`config.mk`:
```
export PLATFORM = sky130hd
export DESIGN_NAME = fadc_readout_stream_parser
export DESIGN_NICKNAME = d
export VERILOG_FILES = /design/src/rtl/frp_pkg.sv /design/src/rtl/frp_queue.sv /design/src/rtl/frp_emitter.sv /design/src/rtl/frp_parser.sv /design/src/rtl/fadc_readout_stream_parser.sv
export VERILOG_INCLUDE_DIRS = /design/src /design/src/rtl
export SDC_FILE = /design/constraint.sdc
export NUM_CORES = 1
export LEC_CHECK = 0
export BUFFER_PORTS_ARGS = -buffer_cell sky130_fd_sc_hd__clkbuf_2
export CAP_MARGIN = 20
export CORE_MARGIN = 3
export CORE_UTILIZATION = 55
export DETAILED_ROUTE_END_ITERATION = 16
export PLACE_DENSITY = 0.85
export SYNTH_ARGS = -nofsm -noshare
export SYNTH_HDL_FRONTEND = slang
export SYNTH_HIERARCHICAL = 1
export SYNTH_SLANG_ARGS = --single-unit
```
`constraint.sdc`:
```
create_clock -name clk -period 4.97 [get_ports clk]
set_clock_uncertainty 0.1 [all_clocks]
set_input_delay 0.2485 -clock clk [delete_from_list [all_inputs] [get_ports clk]]
set_output_delay 0.2485 -clock clk [all_outputs]
set_load 0.02 [all_outputs]
```
`src/rtl/fadc_readout_stream_parser_defines.svh`:
```
// Assertion macros for the readout stream parser.
// Used by the top level only; no other dependencies.
`ifndef FADC_READOUT_STREAM_PARSER_DEFINES_SVH
`define FADC_READOUT_STREAM_PARSER_DEFINES_SVH
// Clocked implication check with asynchronous reset disable.
`define FRP_ASSERT_IMP(label, a, c) \
    label: assert property (@(posedge clk) disable iff (!rst_n) (a) |-> (c)) \
        else $error("assertion failed");
// Next-cycle implication check.
`define FRP_ASSERT_NXT(label, a, c) \
    label: assert property (@(posedge clk) disable iff (!rst_n) (a) |=> (c)) \
        else $error("assertion failed");
`endif

```
`src/rtl/frp_pkg.sv`:
```
// Shared types and constants of the readout stream parser.
// No dependencies.
package frp_pkg;
    localparam logic [3:0] PH_WAIT    = 4'd0;
    localparam logic [3:0] PH_EVENT   = 4'd1;
    localparam logic [3:0] PH_BLKSKIP = 4'd2;
    localparam logic [3:0] PH_MODULE  = 4'd3;
    localparam logic [3:0] PH_TRAILER = 4'd4;
    localparam logic [3:0] PH_DHDR0   = 4'd5;
    localparam logic [3:0] PH_DHDR1   = 4'd6;
    localparam logic [3:0] PH_DSKIP   = 4'd7;
    localparam logic [3:0] PH_DDATA   = 4'd8;
    localparam logic [3:0] PH_DIV     = 4'd9;

    localparam logic [2:0] REG_EVENT_MARKER = 3'd0;
    localparam logic [2:0] REG_BLOCK_MARKER = 3'd1;
    localparam logic [2:0] REG_HEADER_WORDS = 3'd2;
    localparam logic [2:0] REG_MODULE_ID    = 3'd3;
    localparam logic [2:0] REG_FIRST_INDEX  = 3'd4;

    localparam logic [1:0] CMD_NONE   = 2'd0;
    localparam logic [1:0] CMD_SAMPLE = 2'd1;
    localparam logic [1:0] CMD_RECORD = 2'd2;

    // Command from the parser to the emitter.
    typedef struct packed {
        logic [1:0]  cmd;
        logic [2:0]  channel;
        logic [23:0] samples;
        logic [31:0] event_num;
        logic        corrupt;
    } frp_cmd_t;
endpackage

```
`src/rtl/frp_queue.sv`:
```
// Two-entry queue carrying commands from the parser to the emitter.
// Depends on frp_pkg.
module frp_queue
(
    input  logic             clk,
    input  logic             rst_n,
    input  logic             push,
    input  frp_pkg::frp_cmd_t push_data,
    output logic             full,
    input  logic             pop,
    output logic             not_empty,
    output frp_pkg::frp_cmd_t head
);
    import frp_pkg::*;

    frp_cmd_t   mem_reg [2];
    logic       wptr_reg, rptr_reg;
    logic [1:0] count_reg;

    assign full      = (count_reg == 2'd2);
    assign not_empty = (count_reg != 2'd0);
    assign head      = mem_reg[rptr_reg];

    // Storage write.
    always_ff @(posedge clk)
    begin
        if (push)
        begin
            mem_reg[wptr_reg] <= push_data;
        end
    end

    // Pointers and fill count.
    always_ff @(posedge clk or negedge rst_n)
    begin
        if (!rst_n)
        begin
            wptr_reg  <= 1'b0;
            rptr_reg  <= 1'b0;
            count_reg <= 2'd0;
        end
        else
        begin
            if (push)
            begin
                wptr_reg <= ~wptr_reg;
            end
            if (pop)
            begin
                rptr_reg <= ~rptr_reg;
            end
            count_reg <= count_reg + {1'b0, push} - {1'b0, pop};
        end
    end
endmodule

```
`src/rtl/frp_emitter.sv`:
```
// Back end: turns queued commands into one or two result requests.
// Depends on frp_pkg.
module frp_emitter
(
    input  logic              clk,
    input  logic              rst_n,
    input  logic              q_not_empty,
    input  frp_pkg::frp_cmd_t q_head,
    output logic              q_pop,
    output logic              m_tvalid,
    input  logic              m_tready,
    output logic [47:0]       m_tdata,
    output logic              m_tuser,
    output logic              m_tlast
);
    import frp_pkg::*;

    logic half_reg, half_next;
    logic take;
    logic is_record;
    logic [11:0] raw;
    logic [11:0] smp;

    assign m_tvalid  = q_not_empty;
    assign take      = m_tvalid && m_tready;
    assign is_record = (q_head.cmd == CMD_RECORD);
    assign raw       = half_reg ? q_head.samples[23:12] : q_head.samples[11:0];
    // Offset binary to two's complement: flip the sign bit.
    assign smp       = is_record ? 12'd0 : (raw ^ 12'h800);
    assign m_tlast   = is_record || half_reg;
    // tdata: channel_number[2:0], sample_value[11:0], event_number[31:0], event_corrupt
    assign m_tdata   = {is_record && q_head.corrupt, q_head.event_num, smp,
                        is_record ? 3'd0 : q_head.channel};
    // tuser: result_kind
    assign m_tuser   = is_record;

    assign q_pop = take && m_tlast;

    always_comb
    begin
        half_next = half_reg;
        if (take)
        begin
            half_next = !m_tlast;
        end
    end

    always_ff @(posedge clk or negedge rst_n)
    begin
        if (!rst_n)
        begin
            half_reg <= 1'b0;
        end
        else
        begin
            half_reg <= half_next;
        end
    end
endmodule

```
`src/rtl/frp_parser.sv`:
```
// Front end: runs the word-level state machine and queues output commands.
// Depends on frp_pkg.
module frp_parser #(
    parameter int CHANNEL_COUNT = 8
)
(
    input  logic              clk,
    input  logic              rst_n,
    input  logic              s_tvalid,
    output logic              s_tready,
    input  logic [31:0]       s_tdata,
    input  logic              s_tuser,
    input  logic [31:0]       event_marker,
    input  logic [31:0]       block_marker,
    input  logic [6:0]        header_words,
    input  logic [3:0]        dig_id,
    input  logic              index_load,
    input  logic [31:0]       index_value,
    input  logic              q_full,
    output logic              q_push,
    output frp_pkg::frp_cmd_t q_data,
    output logic              busy
);
    import frp_pkg::*;

    localparam logic [7:0] CH_MASK = 8'((1 << CHANNEL_COUNT) - 1);

    logic [3:0]  phase_reg, phase_next;
    logic        corrupt_reg, corrupt_next;
    logic [31:0] evcnt_reg, evcnt_next;
    logic [5:0]  skip_reg, skip_next;
    logic [15:0] mods_reg, mods_next;
    logic [15:0] trail_reg, trail_next;
    logic [7:0]  mask_reg, mask_next;
    logic [2:0]  chan_reg, chan_next;
    logic [27:0] wpc_reg, wpc_next;
    logic [27:0] left_reg, left_next;
    // Serial divider state: quotient in wpc, remainder, divisor, bit count.
    logic [3:0]  dvs_reg, dvs_next;
    logic [3:0]  rem_reg, rem_next;
    logic [4:0]  dcnt_reg, dcnt_next;
    logic [3:0]  from_reg, from_next;

    logic        take;
    logic [31:0] w;
    logic [7:0]  word_mask;
    logic [3:0]  pc;
    logic [4:0]  trial;
    logic [3:0]  sel;
    logic        found;
    logic [6:0]  skip_w;

    assign s_tready = (phase_reg != PH_DIV) && (from_reg[3] || 1'b1) && !q_full
                      && (phase_reg != PH_DSKIP || skip_reg != 6'd0);
    assign take     = s_tvalid && s_tready;
    assign w        = s_tdata;
    assign busy     = (phase_reg == PH_DIV);

    // First enabled channel at or above from_reg.
    always_comb
    begin
        found = 1'b0;
        sel   = 4'd0;
        for (int i = CHANNEL_COUNT - 1; i >= 0; i--)
        begin
            if (mask_reg[i] && (4'(i) >= from_reg))
            begin
                found = 1'b1;
                sel   = 4'(i);
            end
        end
    end

    // Channel mask of the incoming word and its population count.
    assign word_mask = w[7:0] & CH_MASK;

    always_comb
    begin
        pc = '0;
        for (int i = 0; i < 8; i++)
        begin
            pc = pc + {3'd0, word_mask[i]};
        end
    end

    assign trial  = {rem_reg, wpc_reg[27]};
    assign skip_w = (header_words == 7'd0) ? 7'd0 :
                    ((header_words - 7'd1) > 7'd63 ? 7'd63 : header_words - 7'd1);

    always_comb
    begin
        phase_next   = phase_reg;
        corrupt_next = corrupt_reg;
        evcnt_next   = evcnt_reg;
        skip_next    = skip_reg;
        mods_next    = mods_reg;
        trail_next   = trail_reg;
        mask_next    = mask_reg;
        chan_next    = chan_reg;
        wpc_next     = wpc_reg;
        left_next    = left_reg;
        dvs_next     = dvs_reg;
        rem_next     = rem_reg;
        dcnt_next    = dcnt_reg;
        from_next    = from_reg;
        q_push       = 1'b0;
        q_data       = '0;
        q_data.event_num = evcnt_reg;
        q_data.corrupt   = corrupt_reg;
        q_data.channel   = chan_reg;
        q_data.samples   = {w[27:16], w[11:0]};

        // Channel selection pending after skip or channel end.
        if (phase_reg == PH_DSKIP && skip_reg == 6'd0)
        begin
            if (wpc_reg != 28'd0 && found)
            begin
                chan_next  = sel[2:0];
                left_next  = wpc_reg;
                phase_next = PH_DDATA;
            end
            else
            begin
                if (mods_reg != 16'hffff)
                begin
                    mods_next = mods_reg + 16'd1;
                end
                phase_next = PH_MODULE;
            end
        end
        else if (phase_reg == PH_DIV)
        begin
            // Restoring division, one quotient bit per cycle.
            if (trial >= {1'b0, dvs_reg})
            begin
                rem_next = 4'(trial - {1'b0, dvs_reg});
                wpc_next = {wpc_reg[26:0], 1'b1};
            end
            else
            begin
                rem_next = trial[3:0];
                wpc_next = {wpc_reg[26:0], 1'b0};
            end
            dcnt_next = dcnt_reg - 5'd1;
            if (dcnt_reg == 5'd1)
            begin
                phase_next = PH_DSKIP;
            end
        end
        else if (take && s_tuser)
        begin
            q_push     = 1'b1;
            q_data.cmd = CMD_RECORD;
            evcnt_next = evcnt_reg + 32'd1;
            corrupt_next = 1'b0;
            phase_next = PH_WAIT;
        end
        else if (take)
        begin
            unique case (phase_reg)
                PH_WAIT:
                begin
                    if (w == event_marker)
                    begin
                        phase_next = PH_EVENT;
                    end
                end
                PH_EVENT:
                begin
                    if (w == event_marker)
                    begin
                        q_push       = 1'b1;
                        q_data.cmd   = CMD_RECORD;
                        evcnt_next   = evcnt_reg + 32'd1;
                        corrupt_next = 1'b0;
                    end
                    else if (w == block_marker)
                    begin
                        skip_next  = skip_w[5:0];
                        mods_next  = '0;
                        phase_next = (skip_w != 7'd0) ? PH_BLKSKIP : PH_MODULE;
                    end
                end
                PH_BLKSKIP:
                begin
                    skip_next = skip_reg - 6'd1;
                    if (skip_reg == 6'd1)
                    begin
                        phase_next = PH_MODULE;
                    end
                end
                PH_MODULE:
                begin
                    if (w[23:16] == 8'h82)
                    begin
                        if (w[3:0] == dig_id)
                        begin
                            phase_next = PH_DHDR0;
                        end
                    end
                    else
                    begin
                        if (w != 32'd0)
                        begin
                            corrupt_next = 1'b1;
                        end
                        if (mods_reg != 16'd0)
                        begin
                            trail_next = mods_reg - 16'd1;
                            phase_next = PH_TRAILER;
                        end
                        else
                        begin
                            phase_next = PH_EVENT;
                        end
                    end
                end
                PH_TRAILER:
                begin
                    if (trail_reg != 16'd0)
                    begin
                        if (w != 32'd0)
                        begin
                            corrupt_next = 1'b1;
                        end
                        trail_next = trail_reg - 16'd1;
                    end
                    else
                    begin
                        if (w != {16'd0, mods_reg})
                        begin
                            corrupt_next = 1'b1;
                        end
                        phase_next = PH_EVENT;
                    end
                end
                PH_DHDR0:
                begin
                    if (w[31:28] != 4'ha)
                    begin
                        corrupt_next = 1'b1;
                        phase_next   = PH_EVENT;
                    end
                    else
                    begin
                        wpc_next   = (w[27:0] < 28'd4) ? 28'd0 : w[27:0] - 28'd4;
                        phase_next = PH_DHDR1;
                    end
                end
                PH_DHDR1:
                begin
                    mask_next  = word_mask;
                    skip_next  = 6'd2;
                    from_next  = 4'd0;
                    rem_next   = 4'd0;
                    dvs_next   = pc;
                    dcnt_next  = 5'd28;
                    if (pc == 4'd0)
                    begin
                        wpc_next   = '0;
                        phase_next = PH_DSKIP;
                    end
                    else
                    begin
                        phase_next = PH_DIV;
                    end
                end
                PH_DSKIP:
                begin
                    skip_next = skip_reg - 6'd1;
                end
                PH_DDATA:
                begin
                    q_push     = 1'b1;
                    q_data.cmd = CMD_SAMPLE;
                    left_next  = left_reg - 28'd1;
                    if (left_reg == 28'd1)
                    begin
                        from_next  = {1'b0, chan_reg} + 4'd1;
                        skip_next  = 6'd0;
                        phase_next = PH_DSKIP;
                    end
                end
                default:
                begin
                    phase_next = PH_WAIT;
                end
            endcase
        end

        if (index_load)
        begin
            evcnt_next = index_value;
        end
    end

    always_ff @(posedge clk or negedge rst_n)
    begin
        if (!rst_n)
        begin
            phase_reg   <= PH_WAIT;
            corrupt_reg <= 1'b0;
            evcnt_reg   <= '0;
            skip_reg    <= '0;
            mods_reg    <= '0;
            trail_reg   <= '0;
            mask_reg    <= '0;
            chan_reg    <= '0;
            wpc_reg     <= '0;
            left_reg    <= '0;
            dvs_reg     <= '0;
            rem_reg     <= '0;
            dcnt_reg    <= '0;
            from_reg    <= '0;
        end
        else
        begin
            phase_reg   <= phase_next;
            corrupt_reg <= corrupt_next;
            evcnt_reg   <= evcnt_next;
            skip_reg    <= skip_next;
            mods_reg    <= mods_next;
            trail_reg   <= trail_next;
            mask_reg    <= mask_next;
            chan_reg    <= chan_next;
            wpc_reg     <= wpc_next;
            left_reg    <= left_next;
            dvs_reg     <= dvs_next;
            rem_reg     <= rem_next;
            dcnt_reg    <= dcnt_next;
            from_reg    <= from_next;
        end
    end
endmodule

```
`src/rtl/fadc_readout_stream_parser.sv`:
```
// A result request is registered in the command queue when its word is accepted.
// Throughput: one word per cycle while the command queue has room; a sample word
// yields two output transfers. A digitizer header mask word with enabled channels
// stalls for the serial divider, and a finished channel for the next-channel search.
// Reset (rst_n, asynchronous) clears all control state; the configuration
// registers take their reset values, with a block header length of 9.
module fadc_readout_stream_parser #(
    parameter int CHANNEL_COUNT = 8
)
(
    input  logic        clk,
    input  logic        rst_n,
    input  logic        s_tvalid,
    output logic        s_tready,
    input  logic [31:0] s_tdata,  // data_word[31:0]
    input  logic        s_tuser,  // end_of_stream
    output logic        m_tvalid,
    input  logic        m_tready,
    output logic [47:0] m_tdata,  // channel[2:0], sample[11:0], event[31:0], corrupt
    output logic        m_tuser,  // result_kind
    output logic        m_tlast,  // last_of_run
    input  logic        psel,
    input  logic        penable,
    input  logic        pwrite,
    input  logic [4:0]  paddr,
    input  logic [31:0] pwdata,
    output logic [31:0] prdata,
    output logic        pready
);
    import frp_pkg::*;
    `include "fadc_readout_stream_parser_defines.svh"

    logic [31:0] ev_marker_reg, blk_marker_reg, first_idx_reg;
    logic [6:0]  hdr_words_reg;
    logic [3:0]  mod_id_reg;
    logic        wr;
    logic [2:0]  ridx;
    logic        q_full, q_push, q_pop, q_ne, busy;
    frp_cmd_t    q_in, q_head;

    assign pready = 1'b1;
    assign wr     = psel && penable && pwrite;
    assign ridx   = paddr[4:2];

    // Configuration registers.
    always_ff @(posedge clk or negedge rst_n)
    begin
        if (!rst_n)
        begin
            ev_marker_reg  <= '0;
            blk_marker_reg <= '0;
            hdr_words_reg  <= 7'd9;
            mod_id_reg     <= '0;
            first_idx_reg  <= '0;
        end
        else if (wr)
        begin
            unique case (ridx)
                REG_EVENT_MARKER: ev_marker_reg  <= pwdata;
                REG_BLOCK_MARKER: blk_marker_reg <= pwdata;
                REG_HEADER_WORDS: hdr_words_reg  <= pwdata[6:0];
                REG_MODULE_ID:    mod_id_reg     <= pwdata[3:0];
                REG_FIRST_INDEX:  first_idx_reg  <= pwdata;
                default:          ;
            endcase
        end
    end

    // Register read-back.
    always_comb
    begin
        unique case (ridx)
            REG_EVENT_MARKER: prdata = ev_marker_reg;
            REG_BLOCK_MARKER: prdata = blk_marker_reg;
            REG_HEADER_WORDS: prdata = {25'd0, hdr_words_reg};
            REG_MODULE_ID:    prdata = {28'd0, mod_id_reg};
            REG_FIRST_INDEX:  prdata = first_idx_reg;
            default:          prdata = '0;
        endcase
    end

    frp_parser #(.CHANNEL_COUNT(CHANNEL_COUNT)) u_parser (
        .clk(clk), .rst_n(rst_n),
        .s_tvalid(s_tvalid), .s_tready(s_tready), .s_tdata(s_tdata), .s_tuser(s_tuser),
        .event_marker(ev_marker_reg), .block_marker(blk_marker_reg),
        .header_words(hdr_words_reg), .dig_id(mod_id_reg),
        .index_load(wr && ridx == REG_FIRST_INDEX), .index_value(pwdata),
        .q_full(q_full), .q_push(q_push), .q_data(q_in), .busy(busy)
    );

    frp_queue u_queue (
        .clk(clk), .rst_n(rst_n), .push(q_push), .push_data(q_in), .full(q_full),
        .pop(q_pop), .not_empty(q_ne), .head(q_head)
    );

    frp_emitter u_emit (
        .clk(clk), .rst_n(rst_n), .q_not_empty(q_ne), .q_head(q_head), .q_pop(q_pop),
        .m_tvalid(m_tvalid), .m_tready(m_tready), .m_tdata(m_tdata),
        .m_tuser(m_tuser), .m_tlast(m_tlast)
    );

    `FRP_ASSERT_IMP(a_no_push_full, q_full && !q_pop, !q_push)
    `FRP_ASSERT_IMP(a_no_take_busy, busy, !s_tready)
    `FRP_ASSERT_NXT(a_pop_drains, q_pop && !q_push && !q_full, !q_full)
endmodule
```
==> results.py <==
metrics = {
    "synth": {
        "synth_most_common_cell": "dfrtp_1",
        "ys_ff_latch": 395,
        "synth.area.top_cells": "dfrtp_1 30%, edfxtp_1 16%, mux2_4 5.9%",
        "async_flop_share": 0.686,
        "synth_top_area_cell": "dfrtp_1",
        "syn_avg_cell_area_um2": 10.5,
        "synthFlopType": "dfrtp_1",
        "yosysWarnings": 6,
        "syn_nets": 2259,
        "synth_cells": 2153,
        "synth_top_area_frac": 0.298,
        "ys_types": 96,
        "synth_area_um2": 22600,
        "synth_common_cells": "269 x dfrtp_1, 183 x nand2_1, 141 x a21oi_1",
        "synth_seq_area_share": 0.465,
        "synth_edf_count": 124,
    },
    "sta": {
        "fin_crit_ps": 4280,
        "relSlewSlack": 0.218,
        "timing.final.max_slew_violations": 0,
        "max_freq_ghz": 0.234,
        "hold_viol_final": 0,
        "period_share": 0.862,
        "finalSetupTns_ps": 0,
        "setup_viol": 0,
        "hold_slack_ps": 8.13,
        "rsz0062_at_grt": "false",
        "tightest_slew_ps": 1170,
    },
    "pwr": {
        "switching_power_mw": 4.33,
        "p_per_area_nw_per_um2": 473,
        "irDropWorstVdd_mv": 0.297,
        "p_leak_nw": 10.5,
        "p_clk_frac": 0.270,
        "swShare": 0.364,
        "p_int_mw": 7.56,
        "combPwrFrac": 0.319,
        "p_seq_frac": 0.411,
    },
    "setup_path": {
        "worst-path-buf-inv": 6,
        "worstPathCellList": "dlygate4sd3_1 > clkbuf_2 > inv_1 > fa_1 > fa_1 > fa_1 > inv_1 > ha_1 > inv_1 > fa_1 > nand2b_1 > o21ai_0 > nand3b_1 > a21oi_1 > nand2_1 > buf_4 > a211oi_1 > a21oi_1",
        "path_class": "primary input to flop",
        "max_stage_delay_ps": 530,
        "path_max_fanout": 54,
        "crit_path_start_kind": "primary input",
        "worstSetupEndpointType": "flop",
        "cp.required_ps": 5330,
        "critical_path_arrival_ps": 4640,
        "reg2reg_slack_ps": 1130,
        "path_common_cell": "fa_1",
        "cp_top_family": "adder cells",
        "cp_slowest_cell": "dlygate4sd3_1",
    },
    "final_layout": {
        "syn_to_final_growth_pct": 11.2,
        "nets": 2342,
        "fillers": 3016,
        "drive_gt1_frac": 0.223,
        "regArea_um2": 10500,
        "multi_input_area_um2": 10700,
        "largest_reg_flops": 124,
    },
    "route": {
        "drc": 0,
        "via_per_inst": 6.46,
        "first_pass_iters": 7,
        "drt.antenna.violating_nets": 0,
        "dr_total_vias": 18100,
        "routed_wl_mm": 65.6,
        "wl_per_cell_um": 23.4,
        "dr.first_iter.drc_count": 2419,
    },
    "clocking": {
        "path_clk_slew_ps": 60,
        "clock_latency_ps": 600,
        "clock_path_buffers": 3,
        "tritoncts": "yes",
        "cts_buffers": 42,
        "clock-sinks": 395,
        "clockRootBuffer": "clkbuf_16",
        "htree_levels": 2,
    },
    "job": {
        "maxCapViolations": 0,
    },
    "floorplan": {
        "dieArea_um2": 43500,
        "ios": 162,
        "num_rows": 73,
        "die_y_um": 209,
        "die_x_um": 209,
        "core_um2": 40200,
        "initial_core_util": 0.562,
    },
    "global_route": {
        "antenna_found_initial": 11,
        "grt_pass1_vias": 17500,
        "grt_pass1_wl_mm": 101,
        "grt_use_total": 0.291,
        "grt_start_max_net_pins": 136,
        "grt_overflow": 0,
    },
    "outcome": {
        "outcome": "complete, no violations",
    },
    "placement": {
        "gp_congestion": 0.957,
        "hpwl_mm": 44.3,
        "io_buffers": 158,
    },
    "worst_hold_path": {
        "worstHoldPathType": "primary input to flop",
    },
}
[what timing repair did]
item | in CTS | in global routing
setup buffers | 0 | 0
hold buffers | 47 | 0
gates resized for setup | 0 | 0
endpoints found under the hold margin | 246 | 0
endpoints found under the setup margin | 0 | 0
[cells by family (layout without fill, tap and decap cells)]
kind of cell | count (synthesis) | count (layout) | share of synthesized area
fa+ha+maj | 29 | 29 | 0.0177
compound gates | 423 | 423 | 0.114
other cells | 1 | 6 | 0.000166
flops | 395 | 395 | 0.465
simple gates | 657 | 657 | 0.151
xor+xnor | 153 | 153 | 0.0600
buf+inv | 258 | 375 | 0.0618
mux | 237 | 237 | 0.130
[power by group through the flow]
stage                     sequential, mW  combinational (mW)  clock, mW
after floorplan                     4.54                3.12          0
after global placement              4.83                3.52          0
after detailed placement            4.90                3.67          0
after CTS                           4.84                3.73       3.23
after global routing                4.95                4.07       3.38
final                               4.88                3.79       3.21
[placed cells by master, fill, tap and decap left out, types with 29 or more instances in the layout]
cell and count:
edfxtp_1 124, nor2_1 123, mux2_2 93, nor4_1 60, xor2_1 56, mux2_4 89, clkbuf_2 157, or2_2 33
nand4_1 30, xnor2_1 96, o21ai_1 29, buf_4 35, nand3_1 57, a21oi_1 141, dlygate4sd3_1 47, mux2i_1 55
nand2_1 183, clkbuf_16 42, inv_1 54, o21ai_0 110, dfrtp_1 268, nor3_1 49
[routing by layer]
| metal | share of wire | global-route usage | vias up |
|---|---|---|---|
| li1 | - | - | 7866 |
| met1 | 0.38 | 0.391 | 8787 |
| met2 | 0.45 | 0.449 | 1187 |
| met3 | 0.12 | 0.0743 | 236 |
| met4 | 0.048 | 0.134 | 8 |
| met5 | 0.00093 | 0 | - |
[metrics by stage]
stage / area [um2] / instances / power, mW / setup WS (ps) / util
after floorplan: 22600 / 2153 / 7.66 / 808 / -
after global placement: 23200 / 2670 / 8.35 / 733 / 0.578
after detailed placement: 23200 / 2670 / 8.56 / 702 / 0.578
after CTS: 25100 / 2795 / 11.8 / 777 / 0.625
after global routing: 25100 / 2798 / 12.4 / 490 / 0.625
final: 25100 / 2800 / 11.9 / 688 / 0.625
[final timing paths]
path	from	endpoint	depth (start not counted)
hold / removal	s_tdata[6]	u_parser/mask_reg[6]	3
hold reg to reg	u_parser/dvs_reg[3]	u_parser/dvs_reg[3]	2
max in group asynchronous	rst_n	first_idx_reg[24]	3
min in group asynchronous	rst_n	u_parser/left_reg[18]	2
setup / recovery	s_tdata[3]	u_parser/wpc_reg[15]	18
setup reg to reg	ev_marker_reg[19]	u_queue/mem_reg[1][51]	8
[worst reg2reg max path: stages (launching register included)]
cell,delay [ps]
dfrtp_1,420
xnor2_1,270
nand4_1,180
nor4_1,820
a31oi_2,180
buf_4,290
a21oi_1,430
and2_2,470
buf_12,330
[final cells by class]
type                            instances  area share
Antenna cell                            5    0.000498
Clock buffer                           54      0.0444
Clock inverter                         24      0.0120
Inverter                               54     0.00807
Multi-Input combinational cell       1500       0.427
Sequential cell                       395       0.418
Tap cell                              525      0.0262
Timing Repair Buffer                  243      0.0635
Power figures use the tool's default switching activity.
